`config.mk`:
```
export PLATFORM = sky130hd
export DESIGN_NAME = one_wire_pulse_width_command_sender
export DESIGN_NICKNAME = d
export VERILOG_FILES = /design/src/hdl/owpcs_pkg.sv /design/src/hdl/owpcs_core.sv /design/src/hdl/one_wire_pulse_width_command_sender.sv
export SDC_FILE = /design/constraint.sdc
export NUM_CORES = 1
export LEC_CHECK = 0
export CAP_MARGIN = 30
export CORE_ASPECT_RATIO = 0.8
export CORE_MARGIN = 8
export CORE_UTILIZATION = 38
export DETAILED_ROUTE_END_ITERATION = 6
export DONT_BUFFER_PORTS = 1
export PLACE_DENSITY = 0.54
export SLEW_MARGIN = 10
export SYNTH_ARGS = -nofsm -noshare
export SYNTH_HDL_FRONTEND = slang
export SYNTH_SLANG_ARGS = --single-unit
```
`constraint.sdc`:
```
create_clock -name i_clk -period 5.5 [get_ports i_clk]
set_input_delay 0.275 -clock i_clk [delete_from_list [all_inputs] [get_ports i_clk]]
set_output_delay 0.275 -clock i_clk [all_outputs]
set_load 0.01 [all_outputs]
```
`src/hdl/owpcs_pkg.sv`:
```
// Shared types and constants for the one-line pulse-width command sender.
// No dependencies; used by owpcs_core and the top level.
`default_nettype none

package owpcs_pkg;

    localparam int unsigned TICK_W = 16;

    typedef enum logic [2:0] {
        CMD_TICK   = 3'd0,
        CMD_PLAY   = 3'd1,
        CMD_STOP   = 3'd2,
        CMD_REPEAT = 3'd3,
        CMD_VOL_UP = 3'd4,
        CMD_VOL_DN = 3'd5,
        CMD_RESEND = 3'd6
    } t_cmd;

    typedef enum logic [1:0] {
        ST_ACCEPTED = 2'd0,
        ST_VOL_LIMIT = 2'd1,
        ST_TX_BUSY  = 2'd2,
        ST_TICK     = 2'd3
    } t_status;

    typedef enum logic [1:0] {
        CFG_START = 2'd0,
        CFG_LONG  = 2'd1,
        CFG_SHORT = 2'd2,
        CFG_TRAIL = 2'd3
    } t_cfg_idx;

    typedef enum logic [4:0] {
        PH_IDLE  = 5'b00001,
        PH_START = 5'b00010,
        PH_HIGH  = 5'b00100,
        PH_LOW   = 5'b01000,
        PH_TRAIL = 5'b10000
    } t_phase;

    localparam logic [TICK_W-1:0] START_RST = 16'd5000;
    localparam logic [TICK_W-1:0] LONG_RST  = 16'd400;
    localparam logic [TICK_W-1:0] SHORT_RST = 16'd200;
    localparam logic [TICK_W-1:0] TRAIL_RST = 16'd2000;

    localparam logic [7:0] VOL_BASE  = 8'hE0;
    localparam logic [2:0] VOL_TOP   = 3'd7;
    localparam logic [7:0] CODE_STOP = 8'hFE;
    localparam logic [7:0] CODE_REPT = 8'hF2;

    typedef struct packed {
        logic [TICK_W-1:0] start_ticks;
        logic [TICK_W-1:0] long_ticks;
        logic [TICK_W-1:0] short_ticks;
        logic [TICK_W-1:0] trail_ticks;
    } t_cfg;

    typedef struct packed {
        logic       line_level;
        logic       sending;
        t_status    status;
        logic [2:0] volume_level;
        logic       device_busy;
    } t_result;

endpackage

`default_nettype wire

```
`src/hdl/owpcs_core.sv`:
```
// Command decode, volume tracking and frame timing state.
// Depends on owpcs_pkg. Result for an accepted beat is the post-update state.
`default_nettype none

module owpcs_core (
    input  wire logic             i_clk,
    input  wire logic             i_rst_n,
    input  wire logic             i_accept,
    input  wire logic [2:0]       i_cmd,
    input  wire logic [7:0]       i_playlist,
    input  wire logic             i_busy_pin,
    input  wire owpcs_pkg::t_cfg  i_cfg,
    output owpcs_pkg::t_result    o_result
);

    owpcs_pkg::t_phase  r_phase, n_phase;
    logic [2:0]         r_bit, n_bit;
    logic [owpcs_pkg::TICK_W-1:0] r_tick, n_tick;
    logic [7:0]         r_shift, n_shift;
    logic               r_line, n_line;
    logic [2:0]         r_vol, n_vol;

    owpcs_pkg::t_status status;
    logic               start;
    logic [7:0]         code;
    logic               cur_bit;
    logic [owpcs_pkg::TICK_W-1:0] len_raw, len, tick_inc;

    assign cur_bit = r_shift[r_bit];

    always_comb begin
        unique case (r_phase)
            owpcs_pkg::PH_START: len_raw = i_cfg.start_ticks;
            owpcs_pkg::PH_HIGH:  len_raw = cur_bit ? i_cfg.long_ticks : i_cfg.short_ticks;
            owpcs_pkg::PH_LOW:   len_raw = cur_bit ? i_cfg.short_ticks : i_cfg.long_ticks;
            owpcs_pkg::PH_TRAIL: len_raw = i_cfg.trail_ticks;
            default:             len_raw = owpcs_pkg::TICK_W'(1);
        endcase
        // zero length acts as one tick
        len = (len_raw == '0) ? owpcs_pkg::TICK_W'(1) : len_raw;
    end

    assign tick_inc = r_tick + owpcs_pkg::TICK_W'(1);

    always_comb begin
        n_phase = r_phase;
        n_bit   = r_bit;
        n_tick  = r_tick;
        n_shift = r_shift;
        n_line  = r_line;
        n_vol   = r_vol;
        status  = owpcs_pkg::ST_TICK;
        start   = 1'b0;
        code    = i_playlist;

        if (i_accept) begin
            if (i_cmd == owpcs_pkg::CMD_TICK || i_cmd > owpcs_pkg::CMD_RESEND) begin
                status = owpcs_pkg::ST_TICK;
                if (r_phase != owpcs_pkg::PH_IDLE) begin
                    if (tick_inc < len) begin
                        n_tick = tick_inc;
                    end else begin
                        n_tick = '0;
                        unique case (r_phase)
                            owpcs_pkg::PH_START: begin
                                n_phase = owpcs_pkg::PH_HIGH;
                                n_bit   = 3'd0;
                                n_line  = 1'b1;
                            end
                            owpcs_pkg::PH_HIGH: begin
                                n_phase = owpcs_pkg::PH_LOW;
                                n_line  = 1'b0;
                            end
                            owpcs_pkg::PH_LOW: begin
                                if (r_bit == 3'd7) begin
                                    n_phase = owpcs_pkg::PH_TRAIL;
                                end else begin
                                    n_bit   = r_bit + 3'd1;
                                    n_phase = owpcs_pkg::PH_HIGH;
                                end
                                n_line = 1'b1;
                            end
                            default: begin
                                n_phase = owpcs_pkg::PH_IDLE;
                                n_line  = 1'b1;
                            end
                        endcase
                    end
                end
            end else if (r_phase != owpcs_pkg::PH_IDLE) begin
                status = owpcs_pkg::ST_TX_BUSY;
            end else begin
                status = owpcs_pkg::ST_ACCEPTED;
                unique case (i_cmd)
                    owpcs_pkg::CMD_PLAY: begin
                        start = 1'b1;
                        code  = i_playlist;
                    end
                    owpcs_pkg::CMD_STOP: begin
                        start = 1'b1;
                        code  = owpcs_pkg::CODE_STOP;
                    end
                    owpcs_pkg::CMD_REPEAT: begin
                        start = 1'b1;
                        code  = owpcs_pkg::CODE_REPT;
                    end
                    owpcs_pkg::CMD_VOL_UP: begin
                        if (r_vol == owpcs_pkg::VOL_TOP) begin
                            status = owpcs_pkg::ST_VOL_LIMIT;
                        end else begin
                            n_vol = r_vol + 3'd1;
                            start = 1'b1;
                            code  = owpcs_pkg::VOL_BASE + 8'(n_vol);
                        end
                    end
                    owpcs_pkg::CMD_VOL_DN: begin
                        if (r_vol == 3'd0) begin
                            status = owpcs_pkg::ST_VOL_LIMIT;
                        end else begin
                            n_vol = r_vol - 3'd1;
                            start = 1'b1;
                            code  = owpcs_pkg::VOL_BASE + 8'(n_vol);
                        end
                    end
                    default: begin
                        start = 1'b1;
                        code  = owpcs_pkg::VOL_BASE + 8'(r_vol);
                    end
                endcase
                if (start) begin
                    n_shift = code;
                    n_bit   = 3'd0;
                    n_tick  = '0;
                    n_phase = owpcs_pkg::PH_START;
                    n_line  = 1'b0;
                end
            end
        end
    end

    always_ff @(posedge i_clk) begin
        if (!i_rst_n) begin
            r_phase <= owpcs_pkg::PH_IDLE;
            r_bit   <= 3'd0;
            r_tick  <= '0;
            r_shift <= 8'd0;
            r_line  <= 1'b1;
            r_vol   <= 3'd0;
        end else begin
            r_phase <= n_phase;
            r_bit   <= n_bit;
            r_tick  <= n_tick;
            r_shift <= n_shift;
            r_line  <= n_line;
            r_vol   <= n_vol;
        end
    end

    always_comb begin
        o_result.line_level   = n_line;
        o_result.sending      = (n_phase != owpcs_pkg::PH_IDLE);
        o_result.status       = status;
        o_result.volume_level = n_vol;
        o_result.device_busy  = i_busy_pin;
    end

endmodule

`default_nettype wire

```
`src/hdl/one_wire_pulse_width_command_sender.sv`:
```
// One-line pulse-width command sender: config registers, core and result buffer.
// Depends on owpcs_pkg and owpcs_core.
// The result beat of an accepted item is registered in the output register, or in the skid.
// Throughput: one item per cycle while o_in_stall is low; the two-entry result buffer (output
// register plus skid) lets one more item in while a finished beat waits on a stalled output.
// Reset (synchronous, active low): default timings, volume zero, line high, buffer empty.
`default_nettype none

module one_wire_pulse_width_command_sender (
    input  wire logic        i_clk,
    input  wire logic        i_rst_n,
    // configuration write port
    input  wire logic        i_cfg_we,
    input  wire logic [1:0]  i_cfg_index,
    input  wire logic [15:0] i_cfg_data,
    // input channel
    input  wire logic        i_in_valid,
    output      logic        o_in_stall,
    input  wire logic [2:0]  i_cmd,
    input  wire logic [7:0]  i_playlist,
    input  wire logic        i_busy_pin,
    // result channel
    output      logic        o_out_valid,
    input  wire logic        i_out_stall,
    output      logic        o_line_level,
    output      logic        o_sending,
    output      logic [1:0]  o_status,
    output      logic [2:0]  o_volume_level,
    output      logic        o_device_busy
);

    owpcs_pkg::t_cfg    r_cfg;
    owpcs_pkg::t_result new_result;
    owpcs_pkg::t_result r_out, n_out, r_skid, n_skid;
    logic               r_out_valid, n_out_valid, r_skid_valid, n_skid_valid;
    logic               accept;
    logic               pop;

    // Timing registers: write takes effect on the next tick.
    always_ff @(posedge i_clk) begin
        if (!i_rst_n) begin
            r_cfg.start_ticks <= owpcs_pkg::START_RST;
            r_cfg.long_ticks  <= owpcs_pkg::LONG_RST;
            r_cfg.short_ticks <= owpcs_pkg::SHORT_RST;
            r_cfg.trail_ticks <= owpcs_pkg::TRAIL_RST;
        end else if (i_cfg_we) begin
            unique case (owpcs_pkg::t_cfg_idx'(i_cfg_index))
                owpcs_pkg::CFG_START: r_cfg.start_ticks <= i_cfg_data;
                owpcs_pkg::CFG_LONG:  r_cfg.long_ticks  <= i_cfg_data;
                owpcs_pkg::CFG_SHORT: r_cfg.short_ticks <= i_cfg_data;
                owpcs_pkg::CFG_TRAIL: r_cfg.trail_ticks <= i_cfg_data;
                default: ;
            endcase
        end
    end

    // Stall input only when both buffer entries hold beats.
    assign o_in_stall = r_skid_valid;
    assign accept     = i_in_valid && !r_skid_valid;
    assign pop        = r_out_valid && !i_out_stall;

    owpcs_core u_core (
        .i_clk      (i_clk),
        .i_rst_n    (i_rst_n),
        .i_accept   (accept),
        .i_cmd      (i_cmd),
        .i_playlist (i_playlist),
        .i_busy_pin (i_busy_pin),
        .i_cfg      (r_cfg),
        .o_result   (new_result)
    );

    // Result buffer: output register in front, skid behind it.
    always_comb begin
        n_out        = r_out;
        n_out_valid  = r_out_valid;
        n_skid       = r_skid;
        n_skid_valid = r_skid_valid;
        if (!r_out_valid || pop) begin
            if (r_skid_valid) begin
                // advance skid into the output register, new beat into skid
                n_out        = r_skid;
                n_out_valid  = 1'b1;
                n_skid       = new_result;
                n_skid_valid = accept;
            end else begin
                n_out        = new_result;
                n_out_valid  = accept;
            end
        end else if (accept) begin
            // hold the waiting beat, park the new one
            n_skid       = new_result;
            n_skid_valid = 1'b1;
        end
    end

    always_ff @(posedge i_clk) begin
        if (!i_rst_n) begin
            r_out_valid  <= 1'b0;
            r_skid_valid <= 1'b0;
        end else begin
            r_out_valid  <= n_out_valid;
            r_skid_valid <= n_skid_valid;
        end
    end

    always_ff @(posedge i_clk) begin
        r_out  <= n_out;
        r_skid <= n_skid;
    end

    assign o_out_valid    = r_out_valid;
    assign o_line_level   = r_out.line_level;
    assign o_sending      = r_out.sending;
    assign o_status       = r_out.status;
    assign o_volume_level = r_out.volume_level;
    assign o_device_busy  = r_out.device_busy;

endmodule

`default_nettype wire
```
Word level (Yosys, flattened, before mapping) --
Index checks and enable logic that the tools add are counted.
Operators by class: bitwise operators 2, equality and inequality tests 22, reductions and logical operators 21, $add $sub $neg 7, magnitude comparators 3, multiplexer cells 62
Operators with widths (count):
- $mux W16 | 8
- $pmux W16 S4 | 1
- $mux W8 | 6
- $pmux W8 S5 | 1
- $mux W5 | 7
- $mux W3 | 11
- $add A6 B4 Y7 const A | 3
- $mux W1 | 19
- $add A16 B1 Y16 const B | 1
- $logic_not A16 Y1 | 1
- $lt A16 B16 Y1 | 1
- $pmux W5 S3 | 1
- $eq A3 B3 Y1 const B | 4
- $pmux W3 S2 | 2
- $ne A5 B1 Y1 const B | 2
- $reduce_and A2 Y1 | 5
- $reduce_and A4 Y1 | 2
- $reduce_and A7 Y1 | 1
- $add A3 B1 Y3 const B | 2
- $eq A3 B2 Y1 const B | 2
- $logic_not A3 Y1 | 2
- $mux W2 | 3
- $ne A2 B2 Y1 const B | 3
- $ne A3 B3 Y1 const B | 2
- other kinds (20) | 27
Word-level totals: output and inout port bits 10, logic and storage cells 139, input port bits 35, register bits 118

Logic depth before layout (Yosys ltp) --
word-level depth 14, depth in mapped cells 19, gate-level depth less buffers 18

By module --
From an unflattened synthesis, not the netlist that was laid out.
Second synthesis, totals: cells, all modules 678, area, all modules 6278.5 sq um
Modules (own cells, without submodules):
- owpcs_core | cells an instance 403, seq. area each 720.7 sq um, times used 1, area an instance 3143.0 sq um
- one_wire_pulse_width_command_sender | cells an instance 275, seq. area each 1801.7 sq um, times used 1, area an instance 3135.5 sq um

Worst setup path before layout --
Ideal clock, no wire load.
kind register -> register, start point register u_core.r_bit[0], end point register u_core.r_phase[0], stages on the path, launching flop included 17, data arrival time 3792 ps, period minus slack after synthesis 3912 ps, buffers on the path 2, setup time 120 ps, path slack 1588 ps, required time 5380 ps, cell sequence dfxtp_1 -> mux4_2 -> mux2i_4 -> mux2i_1 -> clkbuf_1 -> a221oi_1 -> ha_1 -> a21oi_1 -> o21ai_0 -> a211oi_1 -> o21ai_0 -> o21ai_0 -> a31o_2 -> a21oi_2 -> buf_2 -> nand4_2 -> a211o_1
On the way: word-level cells in the longest chain between the ends 11, elaborated cells between the ends (all ways) 12, those cells by class 1 x order compare; 10 x mux; 1 x reduce/logical
RTL lines:
- start, declared | line owpcs_core.sv:17 | logic [2:0] r_bit, n_bit;
- start signal, assigned | line owpcs_core.sv:151 | r_bit <= n_bit;
- $bmux W1 S3 * | line owpcs_core.sv:29 | assign cur_bit = r_shift[r_bit];
- $mux W1 (not written as such) * | line owpcs_core.sv:29
- $mux W16 (on tied branches) | line owpcs_core.sv:35, owpcs_core.sv:34
- $pmux W16 S4 * | line owpcs_core.sv:32 | unique case (r_phase)
- $logic_not A16 Y1 | line owpcs_core.sv:40 | len = (len_raw == '0) ? owpcs_pkg::TICK_W'(1) : len_raw;
- $mux W16 * | line owpcs_core.sv:40
- $lt A16 B16 Y1 * | line owpcs_core.sv:60 | if (tick_inc < len) begin
- $mux W5 * | line owpcs_core.sv:60
- $mux W5 * | line owpcs_core.sv:59 | if (r_phase != owpcs_pkg::PH_IDLE) begin
- $mux W5 * | line owpcs_core.sv:57 | if (i_cmd == owpcs_pkg::CMD_TICK || i_cmd > owpcs_pkg::CMD_RESEND) begin
- $mux W5 * | line owpcs_core.sv:56 | if (i_accept) begin
- end signal, assigned | line owpcs_core.sv:143 | r_phase <= owpcs_pkg::PH_IDLE;
- end signal, assigned | line owpcs_core.sv:150 | r_phase <= n_phase;
- end, declared | line owpcs_core.sv:16 | owpcs_pkg::t_phase r_phase, n_phase;
Mark *: on every way between the ends. The rest lies on a longest branch, timed or not. The select of a mux whose other input is x is not followed. A chain may end at the register's enable or synchronous reset.

Worst setup path after layout --
start point register u_core.r_bit[0], end point register r_out (netlist bit o_sending) (data pin)
On the way: word-level cells in the longest chain between the ends 13, elaborated cells between the ends (all ways) 17, those cells by class 1 x order compare; 2 x eq/ne; 13 x mux; 1 x reduce/logical
RTL lines:
- $bmux W1 S3 | line owpcs_core.sv:29
- $mux W1 (not written as such) | line owpcs_core.sv:29
- $mux W16 (on tied branches) | line owpcs_core.sv:35, owpcs_core.sv:34
- $pmux W16 S4 | line owpcs_core.sv:32
- $logic_not A16 Y1 | line owpcs_core.sv:40
- $mux W16 | line owpcs_core.sv:40
- $lt A16 B16 Y1 | line owpcs_core.sv:60
- $mux W5 * | line owpcs_core.sv:60
- $mux W5 * | line owpcs_core.sv:59
- $mux W5 * | line owpcs_core.sv:57
- $mux W5 * | line owpcs_core.sv:56
- $ne A5 B1 Y1 * | line owpcs_core.sv:161 | o_result.sending = (n_phase != owpcs_pkg::PH_IDLE);
- $mux W8 * | line one_wire_pulse_width_command_sender.sv:80 | if (r_skid_valid) begin
- end signal, assigned | line one_wire_pulse_width_command_sender.sv:108 | r_out <= n_out;
- end, declared | line one_wire_pulse_width_command_sender.sv:34 | owpcs_pkg::t_result r_out, n_out, r_skid, n_skid;
Marks and branches as above.

==> impl_metrics.py <==
metrics = {
    "worst_setup_path": {
        "critPathBufInv": 2,
        "crit_family": "compound AO/OA/AOI/OAI gates",
        "cp-startpoint": "u_core.r_bit[0]$_SDFFE_PN0P_",
        "worstPathArrival_ns": 4.77,
        "crit_path_end_kind": "register",
        "cp-endpoint": "o_sending$_DFFE_PN_",
        "path_cells": "mux4_2, mux2i_4, mux2i_1, buf_4, a221oi_1, ha_1, a21oi_1, o21ai_0, a211oi_1, nand4b_1, nor4_2, a21oi_2, buf_8, a311oi_1, o31ai_1",
        "crit_fanout": 18,
        "ff2ff_setup_slack_ns": 0.87,
        "r2r_start": "u_core.r_bit[0]$_SDFFE_PN0P_",
        "critPathLaunchType": "register",
        "rr_endpoint": "o_sending$_DFFE_PN_",
        "criticalPathCategory": "register to register",
        "cp_slowest_cell": "mux4_2",
        "cp.depth": 15,
        "reg2regPathDepth": 15,
        "crit_path_max_incr_delay_ns": 0.56,
        "worstPathRequired_ns": 5.64,
    },
    "power_and_ir_drop": {
        "max-vdd-ir-drop_uv": 175,
        "p_sw_share_pct": 24.8,
        "p_leak_nw": 2.73,
        "clkPwrFrac_pct": 50.6,
        "p_switching_mw": 0.598,
        "total_power_mw": 2.41,
        "p_comb_share_pct": 10.0,
        "intPower_mw": 1.81,
        "seqPwrFrac_pct": 39.3,
        "power_density_nw_per_um2": 341,
    },
    "min_path": {
        "min-delay-path-class": "input pin to register",
        "holdPathStages": 2,
    },
    "timing": {
        "post-route-period-util_pct": 84.1,
        "finalSetupViolations": 0,
        "rsz0062_at_grt": "no",
        "post-route-min-period_ns": 4.63,
        "tightest_slew_ns": 0.889,
        "fmax_mhz": 216,
        "tns_ns": 0,
        "finalWorstSetupSlack_ns": 0.873,
        "slew-limit-headroom_pct": 40.6,
        "hold_viol": 0,
        "drv_slew": 0,
        "finalClockSkew_ns": 0.00804,
    },
    "finish": {
        "instances_no_fill": 962,
        "diodes": 0,
        "finalInstanceArea_um2": 7060,
        "area_growth_pct": 17.7,
        "drive_gt1_share_pct": 8.57,
        "nets": 795,
        "fill_cells": 1539,
    },
    "yosys": {
        "syn_area_um2": 6000,
        "synth_top_area_share_pct": 34.0,
        "yosys-top-cells-area": "dfxtp_1 (34%), nand2_1 (11%), edfxtp_1 (8.0%)",
        "synth_common_cells": "nand2_1 (176), dfxtp_1 (102), a21oi_1 (74)",
        "ys_async_sr_fraction_pct": 0,
        "synth_ff_type": "dfxtp_1",
        "avgSynthCellArea_um2": 8.28,
        "synth_edf_count": 16,
        "synth_nets": 786,
        "synth_area_leader_cell": "dfxtp_1",
        "synthMostInstantiatedCell": "nand2_1",
        "yosysWarningCount": 0,
        "ys_ff_latch": 118,
        "netlist_instances": 725,
        "ys_seq_area_share_pct": 42.0,
        "synth.distinct_cells": 63,
    },
    "routing": {
        "ant_nets": 0,
        "wirelength_um": 16200,
        "drt_pass1_iterations": 5,
        "remaining_drc_errors": 0,
        "viasPerCell": 5.48,
        "drt_iter0_drc": 426,
        "routedWlPerCell_um": 16.9,
        "vias": 5271,
    },
    "cts": {
        "clkLatencyLatePin_ns": 0.42,
        "clkSinkCount": 118,
        "cts.root.buffer_cell": "clkbuf_16",
        "htree_levels": 4,
        "cts_setup_buffers": 0,
        "clk_pin_slew_ns": 0.06,
        "cts_tree": "built",
        "clock_path_buffers": 2,
        "numCtsBuffers": 17,
        "cts_resized": 0,
    },
    "place": {
        "dp_slack_ns": 0.925,
        "gp_congestion": 0.863,
        "io_buffers": 0,
        "placed_area_um2": 6210,
        "hpwl_um": 11300,
        "dp.cells": 910,
    },
    "die": {
        "start_util_pct": 38.5,
        "coreArea_um2": 15600,
        "die_height_um": 128,
        "pin_count": 45,
        "die-area_um2": 20100,
        "rows": 41,
        "dieWidth_um": 157,
    },
    "grt": {
        "grt_pass1_vias": 5143,
        "grt-ovfl-total": 0,
        "grt.total_usage_pct": 16.8,
        "grt_pass1_wl_um": 26800,
        "grt_max_degree": 50,
        "antenna_found_initial": 0,
    },
    "status": {
        "status": "finished clean",
    },
    "run": {
        "drv_cap": 0,
    },
}
[worst reg2reg max path, delay by kind of cell (launching register included)]
| family | cells | cell delay, ns |
|---|---|---|
| compound gates | 7 | 1.80 |
| buf+inv | 2 | 0.41 |
| fa+ha+maj | 1 | 0.34 |
| flops | 1 | 0.42 |
| mux | 3 | 0.96 |
| simple gates | 2 | 0.43 |
[area by class of cell]
type,count,area [um2],area share (%)
Clock inverter,15,224,3.17
Sequential cell,118,2520,35.7
Tap cell,215,269,3.81
Timing Repair Buffer,32,299,4.23
Clock buffer,17,425,6.02
Inverter,13,48.8,0.691
Multi-Input combinational cell,552,3280,46.4
[state kept, by name, summed over array words and instances, names as in the netlist, 2 cells and up]
name / cells
u_core.r_shift: 8
u_core.r_vol: 3
o_status: 2
r_skid: 8
u_core.r_phase: 5
u_core.r_bit: 3
o_volume_level: 3
u_core.r_tick: 16
r_cfg: 64
[per-stage QoR]
stage | hold slack (ns) | utilization [%]
6_report | 0.0358 | 45.3
3_3_place_gp | 0.356 | 39.7
3_5_place_dp | 0.360 | 39.8
5_1_grt | 0.0364 | 45.3
4_1_cts | 0.0162 | 45.3
2_1_floorplan | 0.374 | -
[timing repair]
item                                    CTS  global route
endpoints found under the setup margin    0             0
hold buffers                             19             0
endpoints found under the hold margin    79             0
[cells in the final DEF, fill, tap and decap left out, drive strengths merged, types with 3 or more instances in the layout]
master / synthesis / layout
edfxtp: 16 / 16
o211ai: 4 / 4
a2111oi: 3 / 3
or3: 3 / 3
buf: 3 / 13
a211o: 3 / 3
o21a: 3 / 3
nand2: 176 / 176
inv: 11 / 15
bufinv: 0 / 5
nand2b: 7 / 7
a22o: 17 / 17
xor2: 10 / 10
nand4: 6 / 6
nor2b: 10 / 10
a221oi: 14 / 14
a21oi: 75 / 75
nor2: 27 / 27
nor4: 5 / 5
dfxtp: 102 / 102
ha: 26 / 26
clkbuf: 39 / 18
dlygate4sd3: 0 / 18
nor3: 14 / 14
mux2i: 6 / 6
and2: 11 / 11
clkinv: 2 / 7
a2bb2oi: 5 / 5
and3: 14 / 14
o21ai: 20 / 20
mux2: 5 / 5
a31o: 4 / 4
a21boi: 3 / 3
xnor2: 9 / 9
nand3: 42 / 42
[routing by layer]
layer | wire length [um] | up-vias | track usage (%) | part of all wire (%)
li1 | - | 2607 | - | -
met1 | 7520 | 2506 | 21.6 | 46
met2 | 7390 | 142 | 26.5 | 46
met3 | 1100 | 16 | 4.86 | 6.8
met4 | 204 | 0 | 6.09 | 1.3
met5 | 0 | - | 0 | 0
[logic make-up after synthesis]
logic type / Yosys count / share of synthesized area [%]
fa+ha+maj: 26 / 5.42
xor+xnor: 19 / 2.77
buf+inv: 55 / 3.48
simple gates: 323 / 24.5
flops: 118 / 42.0
mux: 13 / 2.90
compound gates: 171 / 18.9
[power by group through the flow]
stage | clock network [mW] | logic (mW) | registers, mW
final | 1.22 | 0.242 | 0.947
after global routing | 1.29 | 0.271 | 0.952
after floorplan | 0 | 0.171 | 0.955
after global placement | 0 | 0.206 | 0.965
after CTS | 1.24 | 0.241 | 0.947
after detailed placement | 0 | 0.218 | 0.966
[worst min path at each step]
stage	from	endpoint
2_1_floorplan	i_busy_pin	r_skid[0]$_DFFE_PP_
3_3_place_gp	i_rst_n	r_cfg[60]$_SDFFE_PN1P_
3_5_place_dp	i_rst_n	r_cfg[9]$_SDFFE_PN1P_
4_1_cts	i_cmd[1]	u_core.r_shift[3]$_SDFFE_PN0P_
5_1_grt	i_cmd[1]	u_core.r_shift[3]$_SDFFE_PN0P_
6_report	i_cmd[1]	u_core.r_shift[3]$_SDFFE_PN0P_
No activity file was read; power rests on OpenSTA's default activity.
